$ cat src/rtl/core/tlwpc_pkg.sv
`default_nettype none

package tlwpc_pkg;

    // Fixed field widths of the item and result
    localparam int AddrFieldW = 24;
    localparam int PageW      = 15;
    localparam int OffMaxW    = 12;
    localparam int FillOffW   = 9;

    // Parameter defaults
    localparam int PageBytesDef = 512;
    localparam int LowBytesDef  = 512;
    localparam int AddrBitsDef  = 24;

    // Access modes
    localparam logic [1:0] MODE_READ  = 2'd0;
    localparam logic [1:0] MODE_WRITE = 2'd1;
    localparam logic [1:0] MODE_FILL  = 2'd2;

    // Result kinds
    localparam logic [2:0] KIND_READ  = 3'd0;
    localparam logic [2:0] KIND_WRITE = 3'd1;
    localparam logic [2:0] KIND_MISS  = 3'd2;
    localparam logic [2:0] KIND_FILL  = 3'd3;
    localparam logic [2:0] KIND_ERR   = 3'd4;

    // Item class decided by the front end
    typedef enum logic [1:0] {
        CLS_LOW,
        CLS_PAGE,
        CLS_FILL,
        CLS_BAD
    } cls_t;

    typedef struct packed {
        logic [1:0]            mode;
        logic [AddrFieldW-1:0] address;
        logic [7:0]            write_data;
        logic [7:0]            fill_data;
    } access_t;

    typedef struct packed {
        logic [2:0]          kind;
        logic [7:0]          read_data;
        logic [PageW-1:0]    fill_page;
        logic                writeback_needed;
        logic [PageW-1:0]    writeback_page;
        logic [7:0]          old_byte;
        logic [FillOffW-1:0] fill_offset;
        logic                last;
    } result_t;

    // Decoded item passed from front to back
    typedef struct packed {
        cls_t               cls;
        logic               is_write;
        logic [PageW-1:0]   page;
        logic [OffMaxW-1:0] offset;
        logic [7:0]         data;
    } job_t;

    typedef enum logic [2:0] {
        BK_CLEAR,
        BK_IDLE,
        BK_EXEC,
        BK_RDOUT,
        BK_FILL_OLD,
        BK_FILL_WR,
        BK_FILL_RDI,
        BK_FILL_RDO
    } back_state_t;

    typedef struct packed {
        logic ready;
        logic fill_pending;
        logic victim_valid;
    } back_status_t;

endpackage

`default_nettype wire

$ cat src/rtl/core/tlwpc_queue.sv
`default_nettype none

module tlwpc_queue (
    input  wire logic            clk,
    input  wire logic            rst_n,
    input  wire logic            push,
    input  wire tlwpc_pkg::job_t item_in,
    output logic                 full,
    input  wire logic            pop,
    output tlwpc_pkg::job_t      item_out,
    output logic                 empty
);

    tlwpc_pkg::job_t mem_reg [2];
    logic            wr_ptr_reg;
    logic            rd_ptr_reg;
    logic [1:0]      cnt_reg;

    always_comb
    begin
        full     = (cnt_reg == 2'd2);
        empty    = (cnt_reg == 2'd0);
        item_out = mem_reg[rd_ptr_reg];
    end

    // Pointers and fill level
    always_ff @(posedge clk or negedge rst_n)
    begin
        if (!rst_n)
        begin
            wr_ptr_reg <= 1'b0;
            rd_ptr_reg <= 1'b0;
            cnt_reg    <= 2'd0;
        end
        else
        begin
            if (push && !full)
            begin
                wr_ptr_reg <= !wr_ptr_reg;
            end
            if (pop && !empty)
            begin
                rd_ptr_reg <= !rd_ptr_reg;
            end
            if ((push && !full) && !(pop && !empty))
            begin
                cnt_reg <= cnt_reg + 2'd1;
            end
            else if (!(push && !full) && (pop && !empty))
            begin
                cnt_reg <= cnt_reg - 2'd1;
            end
        end
    end

    always_ff @(posedge clk)
    begin
        if (push && !full)
        begin
            mem_reg[wr_ptr_reg] <= item_in;
        end
    end

endmodule

`default_nettype wire

$ cat config.mk
export PLATFORM = sky130hd
export DESIGN_NAME = tlwpc_queue
export DESIGN_NICKNAME = d
export VERILOG_FILES = /design/src/rtl/core/tlwpc_pkg.sv /design/src/rtl/core/tlwpc_queue.sv
export SDC_FILE = /design/constraint.sdc
export NUM_CORES = 1
export LEC_CHECK = 0
export BUFFER_PORTS_ARGS = -buffer_cell sky130_fd_sc_hd__buf_2
export CORE_UTILIZATION = 40
export CTS_BUF_LIST = sky130_fd_sc_hd__clkbuf_4 sky130_fd_sc_hd__clkbuf_8 sky130_fd_sc_hd__clkbuf_16
export DETAILED_ROUTE_END_ITERATION = 12
export PLACE_DENSITY = 0.66
export RECOVER_POWER = 100
export SYNTH_ARGS = -nofsm -noshare
export SYNTH_HDL_FRONTEND = slang
export SYNTH_SLANG_ARGS = --single-unit
export TNS_END_PERCENT = 20
$ cat constraint.sdc
create_clock -name clk -period 5.4 [get_ports clk]
set_clock_uncertainty 0.2 [all_clocks]
set_input_delay 0.81 -clock clk [delete_from_list [all_inputs] [get_ports clk]]
set_output_delay 0.81 -clock clk [all_outputs]
set_load 0.005 [all_outputs]
==> flow_metrics.env <==
export IMPL_critical_path_startpoint_type="flip-flop"
export IMPL_violations="capacitance limit, slew limit"
export IMPL_die_x_um=88.39
export IMPL_n_antenna_cell=0
export IMPL_period_share=0.6949
export IMPL_drc=0
export IMPL_ys_seq_area_frac=0.7980
export IMPL_ant_nets=0
export IMPL_cts_tree="done"
export IMPL_rows=31
export IMPL_critical_path_class="reg2reg"
export IMPL_finalSetupTns_ns=0
export IMPL_cp_arrival_ns=3.43
export IMPL_hp_class="in2async"
export IMPL_syn_nets=180
export IMPL_synth_area_top_cells="edfxtp_1, mux2_2, mux2_4"
export IMPL_worstPathCellList="nand2b_1, nand2_1, nor2_1"
export IMPL_fmax_mhz=266.5
export IMPL_cpLargestDelayFamily="simple AND/OR/NAND/NOR gates"
export IMPL_placed_area_um2=3483
export IMPL_layout_min_cycle_time_ns=3.753
export IMPL_syn_to_final_growth_pct=21.21
export IMPL_gr_usage_all_layers=0.1252
export IMPL_cts_made_buffers=9
export IMPL_p_leak_nw=1.307
export IMPL_clkSlewWorstSetupHoldPaths_ns=0.08
export IMPL_initial_core_util=0.4138
export IMPL_htree_levels=3
export IMPL_place_hpwl_um=2755
export IMPL_critPathCaptureType="flip-flop"
export IMPL_critPathRequiredTime_ns=5.08
export IMPL_syn_area_um2=2985
export IMPL_placed_cells=313
export IMPL_drt_pass1_iterations=4
export IMPL_syn_mean_instance_area_um2=21.79
export IMPL_post_cts_repair_setup_buffers=0
export IMPL_yosys_warnings=0
export IMPL_insertion_delay_ns=0.34
export IMPL_grt_max_degree=40
export IMPL_drive_gt1_frac=0.4130
export IMPL_die_y_um=88.39
export IMPL_slew_headroom=-1.166
export IMPL_grt_pass1_vias=1426
export IMPL_ir_drop_mv=0.3234
export IMPL_status="finished with violations"
export IMPL_antenna_found_initial=0
export IMPL_cap_violations=3
export IMPL_synth_cell_types=16
export IMPL_synth_area_leader_cell="edfxtp_1"
export IMPL_largest_reg_flops=76
export IMPL_wl_um=4558
export IMPL_nFillCells=655
export IMPL_cts_sinks=80
export IMPL_finalPower_w=0.001867
export IMPL_critPathMaxStageDelay_ns=2.37
export IMPL_final_cells=329
export IMPL_avgViaCountPerCell=4.541
export IMPL_synthCells=137
export IMPL_hold_violations=0
export IMPL_grt_pass1_wl_um=6906
export IMPL_nNetsFinal=268
export IMPL_vias=1494
export IMPL_ys_ff_latch=80
export IMPL_critPathBufInv=0
export IMPL_synth_top_cell_area_share=0.7645
export IMPL_crit_path_max_fanout=38
export IMPL_p_per_area_nw_per_um2=515.9
export IMPL_final_cell_area_um2=3618
export IMPL_worstMarginPinSlew_ns=3.237
export IMPL_port_buffers=81
export IMPL_setup_viol=0
export IMPL_postCtsHoldBufs=0
export IMPL_drt_iter0_markers=58
export IMPL_dieArea_um2=7813
export IMPL_cts_root_buf="clkbuf_8"
export IMPL_gp_congestion=0.6258
export IMPL_slowest_stage="nor2_1"
export IMPL_core_area_um2=7214
export IMPL_io_pins=82
export IMPL_drv_slew=118
export IMPL_wl_per_cell_um=13.85
export IMPL_rsz0062_at_grt="no"
export IMPL_ctsResizeCount=0
export IMPL_clk_path_buf_depth=2
export IMPL_grt_overflow=0
## placed cells by master (no fill, tap or decap), types with 2 or more instances in the layout
master / n
inv_1: 2
mux2_2: 28
clkbuf_8: 9
mux2_1: 10
clkbuf_1: 30
nor2_1: 3
xnor2_1: 3
dfrtp_1: 4
bufinv_16: 2
xor2_1: 2
clkbuf_4: 2
edfxtp_1: 76
buf_2: 50
## Yosys cell counts
master    number
edfxtp_1      76
mux2_2        28
mux2_4        10
dfrtp_1        4
nor2_1         3
xnor2_1        3
buf_4          2
inv_1          2
xor2_1         2
and3_1         1
buf_6          1
buf_8          1
ha_1           1
nand2_1        1
nand2b_1       1
o21ai_0        1
## area by class of cell
cell class,instances,area [um^2],area share
repair buffers,81,367.9,0.1017
inverters,2,7.507,0.002075
multi-input cells,51,516.7,0.1428
clock buffers,11,138.9,0.03838
flip-flops and latches,80,2382,0.6584
clock inverters,5,81.33,0.02248
well taps,99,123.9,0.03423
## worst paths after layout
path / depth (start not counted) / endpoint / slack [ns] / startpoint
setup / recovery: 3 / mem_reg[0][26]$_DFFE_PP_ / 1.65 / cnt_reg[0]$_DFFE_PN0P_
hold / removal: 1 / wr_ptr_reg$_DFFE_PN0N_ / 0.11 / rst_n
setup reg to reg: 3 / mem_reg[0][26]$_DFFE_PP_ / 1.65 / cnt_reg[0]$_DFFE_PN0P_
hold reg to reg: 1 / wr_ptr_reg$_DFFE_PN0N_ / 0.30 / wr_ptr_reg$_DFFE_PN0N_
max in group asynchronous: 1 / rd_ptr_reg$_DFFE_PN0P_ / 4.67 / rst_n
min in group clk: 1 / wr_ptr_reg$_DFFE_PN0N_ / 0.30 / wr_ptr_reg$_DFFE_PN0N_
## stage by stage
stage                     hold WS [ns]    util  setup WS (ns)
after CTS                      0.04595  0.5134          2.398
final                           0.1061  0.5016          1.647
after floorplan                 0.2604       -          2.266
after detailed placement        0.3444  0.4828          2.777
after global routing           0.09908  0.5016          1.305
after global placement          0.3140  0.4828          2.757
## metal layers
metal | routed length, um | up-vias | global-route usage
met5 | 0 | - | 0
met4 | 81 | 0 | 0.07918
met3 | 334 | 8 | 0.04104
met2 | 2107 | 56 | 0.1881
met1 | 2035 | 725 | 0.1569
li1 | - | 705 | -
## power by group
| part | total, W | internal, W | switching, W | leakage, nW |
|---|---|---|---|---|
| Clock | 0.000475 | 0.000271 | 0.000204 | 0.110 |
| Combinational | 0.000439 | 0.000236 | 0.000202 | 0.444 |
| Sequential | 0.000953 | 0.000859 | 0.0000941 | 0.753 |
## kinds of logic (layout without fill, tap and decap cells)
family,count (synthesis),count (layout),synth area share
AOI/OAI and AO/OA,1,1,0.001675
adders and majority gates,1,1,0.004190
and+or+nand+nor,6,6,0.009222
muxes,38,38,0.1559
xor gates and xnor gates,5,5,0.01467
DFF,80,80,0.7980
buffers and inverters,6,99,0.01634
Power figures use the tool's default switching activity.
