$ cat src/rtl/core/tlwpc_pkg.sv
`default_nettype none

package tlwpc_pkg;

    // Fixed field widths of the item and result
    localparam int AddrFieldW = 24;
    localparam int PageW      = 15;
    localparam int OffMaxW    = 12;
    localparam int FillOffW   = 9;

    // Parameter defaults
    localparam int PageBytesDef = 512;
    localparam int LowBytesDef  = 512;
    localparam int AddrBitsDef  = 24;

    // Access modes
    localparam logic [1:0] MODE_READ  = 2'd0;
    localparam logic [1:0] MODE_WRITE = 2'd1;
    localparam logic [1:0] MODE_FILL  = 2'd2;

    // Result kinds
    localparam logic [2:0] KIND_READ  = 3'd0;
    localparam logic [2:0] KIND_WRITE = 3'd1;
    localparam logic [2:0] KIND_MISS  = 3'd2;
    localparam logic [2:0] KIND_FILL  = 3'd3;
    localparam logic [2:0] KIND_ERR   = 3'd4;

    // Item class decided by the front end
    typedef enum logic [1:0] {
        CLS_LOW,
        CLS_PAGE,
        CLS_FILL,
        CLS_BAD
    } cls_t;

    typedef struct packed {
        logic [1:0]            mode;
        logic [AddrFieldW-1:0] address;
        logic [7:0]            write_data;
        logic [7:0]            fill_data;
    } access_t;

    typedef struct packed {
        logic [2:0]          kind;
        logic [7:0]          read_data;
        logic [PageW-1:0]    fill_page;
        logic                writeback_needed;
        logic [PageW-1:0]    writeback_page;
        logic [7:0]          old_byte;
        logic [FillOffW-1:0] fill_offset;
        logic                last;
    } result_t;

    // Decoded item passed from front to back
    typedef struct packed {
        cls_t               cls;
        logic               is_write;
        logic [PageW-1:0]   page;
        logic [OffMaxW-1:0] offset;
        logic [7:0]         data;
    } job_t;

    typedef enum logic [2:0] {
        BK_CLEAR,
        BK_IDLE,
        BK_EXEC,
        BK_RDOUT,
        BK_FILL_OLD,
        BK_FILL_WR,
        BK_FILL_RDI,
        BK_FILL_RDO
    } back_state_t;

    typedef struct packed {
        logic ready;
        logic fill_pending;
        logic victim_valid;
    } back_status_t;

endpackage

`default_nettype wire

$ cat src/rtl/core/tlwpc_front.sv
`default_nettype none

module tlwpc_front #(
    parameter int PAGE_BYTES = tlwpc_pkg::PageBytesDef,
    parameter int LOW_BYTES  = tlwpc_pkg::LowBytesDef,
    parameter int ADDR_BITS  = tlwpc_pkg::AddrBitsDef
) (
    input  wire logic              clk,
    input  wire logic              rst_n,
    input  wire logic              push,
    output logic                   full,
    input  wire tlwpc_pkg::access_t access,
    input  wire logic              ready,
    input  wire logic              q_full,
    output logic                   q_push,
    output tlwpc_pkg::job_t        q_item
);

    localparam int  OFF_W   = $clog2(PAGE_BYTES);
    localparam int  AF_W    = tlwpc_pkg::AddrFieldW;
    localparam bit  IS_POW2 = ((PAGE_BYTES & (PAGE_BYTES - 1)) == 0);

    logic [AF_W-1:0]  addr_m;
    logic             is_low;
    tlwpc_pkg::job_t  dec;

    // Address wrap and static classification
    always_comb
    begin
        for (int i = 0; i < AF_W; i++)
        begin
            addr_m[i] = (i < ADDR_BITS) && access.address[i];
        end
        is_low       = 32'(addr_m) < 32'(LOW_BYTES);
        dec          = '0;
        dec.is_write = (access.mode == tlwpc_pkg::MODE_WRITE);
        dec.data     = (access.mode == tlwpc_pkg::MODE_FILL) ? access.fill_data
                                                              : access.write_data;
        case (access.mode)
            tlwpc_pkg::MODE_READ, tlwpc_pkg::MODE_WRITE:
            begin
                dec.cls = is_low ? tlwpc_pkg::CLS_LOW : tlwpc_pkg::CLS_PAGE;
            end
            tlwpc_pkg::MODE_FILL:
            begin
                dec.cls = tlwpc_pkg::CLS_FILL;
            end
            default:
            begin
                dec.cls = tlwpc_pkg::CLS_BAD;
            end
        endcase
        if (is_low)
        begin
            dec.offset = addr_m[tlwpc_pkg::OffMaxW-1:0];
        end
        else
        begin
            dec.offset = tlwpc_pkg::OffMaxW'(addr_m[OFF_W-1:0]);
        end
    end

    generate
        if (IS_POW2)
        begin : g_shift
            tlwpc_pkg::job_t stg_reg;
            tlwpc_pkg::job_t stg_next;
            logic            stg_valid_reg;
            logic            acc;

            // Page split is a shift; one decode stage in front of the queue
            always_comb
            begin
                full          = !ready || (stg_valid_reg && q_full);
                acc           = push && !full;
                q_push        = stg_valid_reg && !q_full;
                q_item        = stg_reg;
                stg_next      = dec;
                stg_next.page = tlwpc_pkg::PageW'(addr_m >> OFF_W);
            end

            always_ff @(posedge clk or negedge rst_n)
            begin
                if (!rst_n)
                begin
                    stg_valid_reg <= 1'b0;
                end
                else if (acc)
                begin
                    stg_valid_reg <= 1'b1;
                end
                else if (q_push)
                begin
                    stg_valid_reg <= 1'b0;
                end
            end

            always_ff @(posedge clk)
            begin
                if (acc)
                begin
                    stg_reg <= stg_next;
                end
            end
        end
        else
        begin : g_div
            // Rounded-up reciprocal of the page size, exact for every AF_W-bit address
            localparam int SHIFT   = AF_W + OFF_W;
            localparam int RECIP_W = AF_W + 1;
            localparam int PROD_W  = AF_W + RECIP_W;
            localparam longint unsigned RECIP =
                ((64'd1 << SHIFT) + 64'(PAGE_BYTES) - 64'd1) / 64'(PAGE_BYTES);

            tlwpc_pkg::job_t   hold_reg;
            logic [AF_W-1:0]   addr_reg;
            logic [AF_W-1:0]   quo_reg, quo_next;
            logic [OFF_W-1:0]  rem_reg, rem_next;
            logic [1:0]        step_reg, step_next;
            logic              busy_reg, busy_next;
            logic [PROD_W-1:0] prod;
            logic [AF_W-1:0]   back_mul;
            logic              acc;
            logic              done;

            // Quotient by reciprocal multiply, then remainder by multiply-subtract
            always_comb
            begin
                full      = !ready || busy_reg;
                acc       = push && !full;
                done      = (step_reg == 2'd2);
                prod      = PROD_W'(addr_reg) * PROD_W'(RECIP_W'(RECIP));
                back_mul  = AF_W'(quo_reg * AF_W'(PAGE_BYTES));
                quo_next  = quo_reg;
                rem_next  = rem_reg;
                step_next = step_reg;
                busy_next = busy_reg;
                q_item    = hold_reg;
                q_item.page = tlwpc_pkg::PageW'(quo_reg);
                if (hold_reg.cls == tlwpc_pkg::CLS_PAGE)
                begin
                    q_item.offset = tlwpc_pkg::OffMaxW'(rem_reg);
                end
                q_push    = busy_reg && done && !q_full;
                if (acc)
                begin
                    step_next = 2'd0;
                    busy_next = 1'b1;
                end
                else if (busy_reg && (step_reg == 2'd0))
                begin
                    quo_next  = AF_W'(prod >> SHIFT);
                    step_next = 2'd1;
                end
                else if (busy_reg && (step_reg == 2'd1))
                begin
                    rem_next  = OFF_W'(addr_reg - back_mul);
                    step_next = 2'd2;
                end
                else if (q_push)
                begin
                    busy_next = 1'b0;
                end
            end

            always_ff @(posedge clk or negedge rst_n)
            begin
                if (!rst_n)
                begin
                    busy_reg <= 1'b0;
                    step_reg <= '0;
                end
                else
                begin
                    busy_reg <= busy_next;
                    step_reg <= step_next;
                end
            end

            always_ff @(posedge clk)
            begin
                quo_reg <= quo_next;
                rem_reg <= rem_next;
                if (acc)
                begin
                    hold_reg <= dec;
                    addr_reg <= addr_m;
                end
            end
        end
    endgenerate

endmodule

`default_nettype wire

$ cat config.mk
export PLATFORM = sky130hd
export DESIGN_NAME = tlwpc_front
export DESIGN_NICKNAME = d
export VERILOG_FILES = /design/src/rtl/core/tlwpc_pkg.sv /design/src/rtl/core/tlwpc_front.sv
export SDC_FILE = /design/constraint.sdc
export NUM_CORES = 1
export LEC_CHECK = 0
export ABC_AREA = 1
export BUFFER_PORTS_ARGS = -buffer_cell sky130_fd_sc_hd__buf_2
export CAP_MARGIN = 15
export CORE_UTILIZATION = 40
export DETAILED_ROUTE_END_ITERATION = 12
export PLACE_DENSITY = 0.73
export SLEW_MARGIN = 5
export SYNTH_ARGS = -nofsm -noshare
export SYNTH_HDL_FRONTEND = slang
export SYNTH_SLANG_ARGS = --single-unit
$ cat constraint.sdc
create_clock -name clk -period 3.9 [get_ports clk]
set_input_delay 0.39 -clock clk [delete_from_list [all_inputs] [get_ports clk]]
set_output_delay 0.39 -clock clk [all_outputs]
set_load 0.01 [all_outputs]
==> summary.txt <==
STA
  • F_max: 587 MHz
  • RSZ-0062 raised after global routing: false
  • Tightest Pin Transition: 977 ps
  • WHS: 220 ps
  • Clk_skew: 4.90 ps
  • Slew headroom: 0.347
  • Setup TNS: 0 ps
  • Period utilisation layout: 0.437
  • Pins Over Slew Limit: 0
  • Crit path setup slack, layout: 2200 ps
  • Minimum clock period: 1700 ps
  • Setup violators final: 0
  • Final Hold Viols: 0

Clock tree
  • Clock Sinks: 39
  • H-tree depth: 2
  • Root buf cell: clkbuf_4
  • Clk buf depth: 2
  • CTS tree: yes
  • CTS clk-pin slew, worst paths: 100 ps
  • Cts bufs inserted: 5
  • Later-pin clock latency in the skew report: 340 ps

Pwr
  • Internal: 589 uW
  • Net switching power: 169 uW
  • Comb power frac: 0.107
  • Power Total: 759 uW
  • Pwr Density: 390 nW/um2
  • VDD IR-drop max: 0.166 mV
  • Static leakage: 0.000885 uW
  • Clock share of power: 0.249
  • Switching part of the total: 0.223
  • Sequential Power Share: 0.644

Floorplan
  • Width of the die: 61.1 um
  • Die Area: 3730 um2
  • Top-level port count: 87
  • Initial Utilization: 0.418
  • Die Y: 61.1 um
  • Row cnt: 21
  • Core area: 3340 um2

Flow run
  • Max-Cap Viols: 0

Cells and area
  • Fillers: 292
  • Fraction of layout cells with a size suffix above 1: 0.495
  • N_diodes: 0
  • Nets@finish: 236
  • Area delta synth->final: 39.3%
  • Max reg flops: 38

GRT
  • Largest net degree at the start of global routing: 39
  • Grt ovf: 0
  • Global-route wire length before repair: 3.84 mm
  • Initial antenna violation count: 0
  • Vias in the first global route: 931
  • Tot GR Track Use: 0.152

Yosys
  • Library cells used by synthesis: 11
  • Most instantiated library cell after synthesis: edfxtp_1
  • Synthesized area: 1400 um2
  • Post-synth EDFFs: 38
  • Post-Syn Area per Cell: 14.7 um2
  • Synthesized flop and latch total: 39
  • Post-synth top area share: 0.818
  • Synth top area cells: edfxtp_1, nand2_1, nor2_1, nand3_1, dfrtp_1
  • Syn. warnings: 0
  • Mapped Cells: 95
  • Async S/R FF share, synth: 0.0256
  • Commonest cells post-synth: edfxtp_1, nand2_1, nor2_1
  • Main synth FF type: edfxtp_1
  • Register area share after synthesis: 0.836
  • Most area-hungry cell type in the Yosys netlist: edfxtp_1

Min path
  • Hold crit path type: primary input to flip-flop

Critical path
  • Crit. End Element: flip-flop
  • Slowest cell on crit path: nor2_4
  • Worst Path Buf+Inv: 0
  • Worst Path Arrival: 1670 ps
  • Worst path required time: 3870 ps
  • Startpoint types: flip-flop
  • Crit Path Max Fanout: 38
  • Cell mode on critical path: nand2_1
  • Critical path's largest stage delay: 760 ps
  • CP Class: flip-flop to flip-flop
  • Critical Path, Cell by Cell: nand2_1 > nand2_1 > nor2_4
  • CP delay by family, top: simple AND/OR/NAND/NOR gates

Drt
  • Vias: 1045
  • WL per Instance: 11.8 um
  • Vias/cell: 4.43
  • Drt initial violations: 62
  • Drt total wl: 2.78 mm
  • DRT Pass-1 Iters: 4
  • DRC Markers: 0
  • Antenna-violating nets left: 0

Place
  • Worst slack, placed: 2070 ps
  • I/O Buffers: 86
  • Post-DP HPWL: 2.09 mm
  • Final RePlAce weighted congestion: 0.646

Status
  • Status: complete, no violations
cell families (layout without fill, tap and decap cells):
logic type      count (synthesis)  in the layout  share of synthesized area
simple gates                   47             47                      0.134
flops                          39             39                      0.836
buf+inv                         7            100                     0.0242
other cells                     1              3                    0.00269
compound gates                  1              1                    0.00358
final cells by class:
cell class | instances | area, um2 | area share
multi-input cells | 51 | 210 | 0.108
repair buffers | 87 | 440 | 0.227
clock inverters | 1 | 5.00 | 0.00258
flip-flops and latches | 39 | 1170 | 0.600
well taps | 46 | 57.6 | 0.0296
inverters | 5 | 18.8 | 0.00966
clock buffers | 7 | 45.0 | 0.0232
layer usage:
metal	vias to the layer above	part of all wire	track usage
met1	481	0.38	0.154
met4	0	0.017	0.0747
met5	-	0	0
met2	48	0.52	0.266
li1	511	-	-
met3	5	0.080	0.0693
power by group through the flow:
stage | registers, uW | logic [uW] | clock network (uW)
floorplan | 509 | 23.4 | 0
global placement | 497 | 78.0 | 0
detailed placement | 498 | 80.8 | 0
CTS | 488 | 81.8 | 195
global route | 490 | 90.8 | 213
finish | 488 | 81.1 | 189
per-stage QoR:
| stage | area [um2] | util | cells |
|---|---|---|---|
| floorplan | 1400 | - | 97 |
| CTS | 1940 | 0.582 | 236 |
| global route | 1940 | 0.582 | 236 |
| global placement | 1880 | 0.564 | 227 |
| detailed placement | 1880 | 0.564 | 227 |
| finish | 1940 | 0.582 | 236 |
worst paths after layout:
check                                 startpoint               endpoint  slack [ps]  depth (start not counted)
max in group asynchronous                  rst_n  g_shift.stg_valid_reg        3450                          2
min in group asynchronous                  rst_n  g_shift.stg_valid_reg         370                          2
min reg2reg                g_shift.stg_valid_reg  g_shift.stg_valid_reg         520                          2
max                        g_shift.stg_valid_reg             q_item[27]        2200                          3
min                                   access[24]             q_item[16]         220                          1
max reg2reg                g_shift.stg_valid_reg             q_item[27]        2200                          3
layout by cell type, fill, tap and decap left out:
cell           synthesis  final
clkbuf_4               0      5
nor2_1                12     11
nor2_4                 0      1
conb_1                 1      3
dfrtp_1                1      1
nand3_1                8      8
dlygate4sd3_1          0      1
inv_1                  4      4
o21ai_0                1      1
edfxtp_1              38     38
inv_2                  1      1
nand2_1               27     27
clkinv_2               0      1
buf_2                  0     86
clkbuf_1               1      2
timing repair:
action / in CTS / in global routing
gates resized for setup: 0 / 0
buffers inserted: 0 / 0
hold endpoints to repair: 1 / 0
setup endpoints to repair: 0 / 0
hold buffers: 1 / 0
No activity file was read; power rests on OpenSTA's default activity.
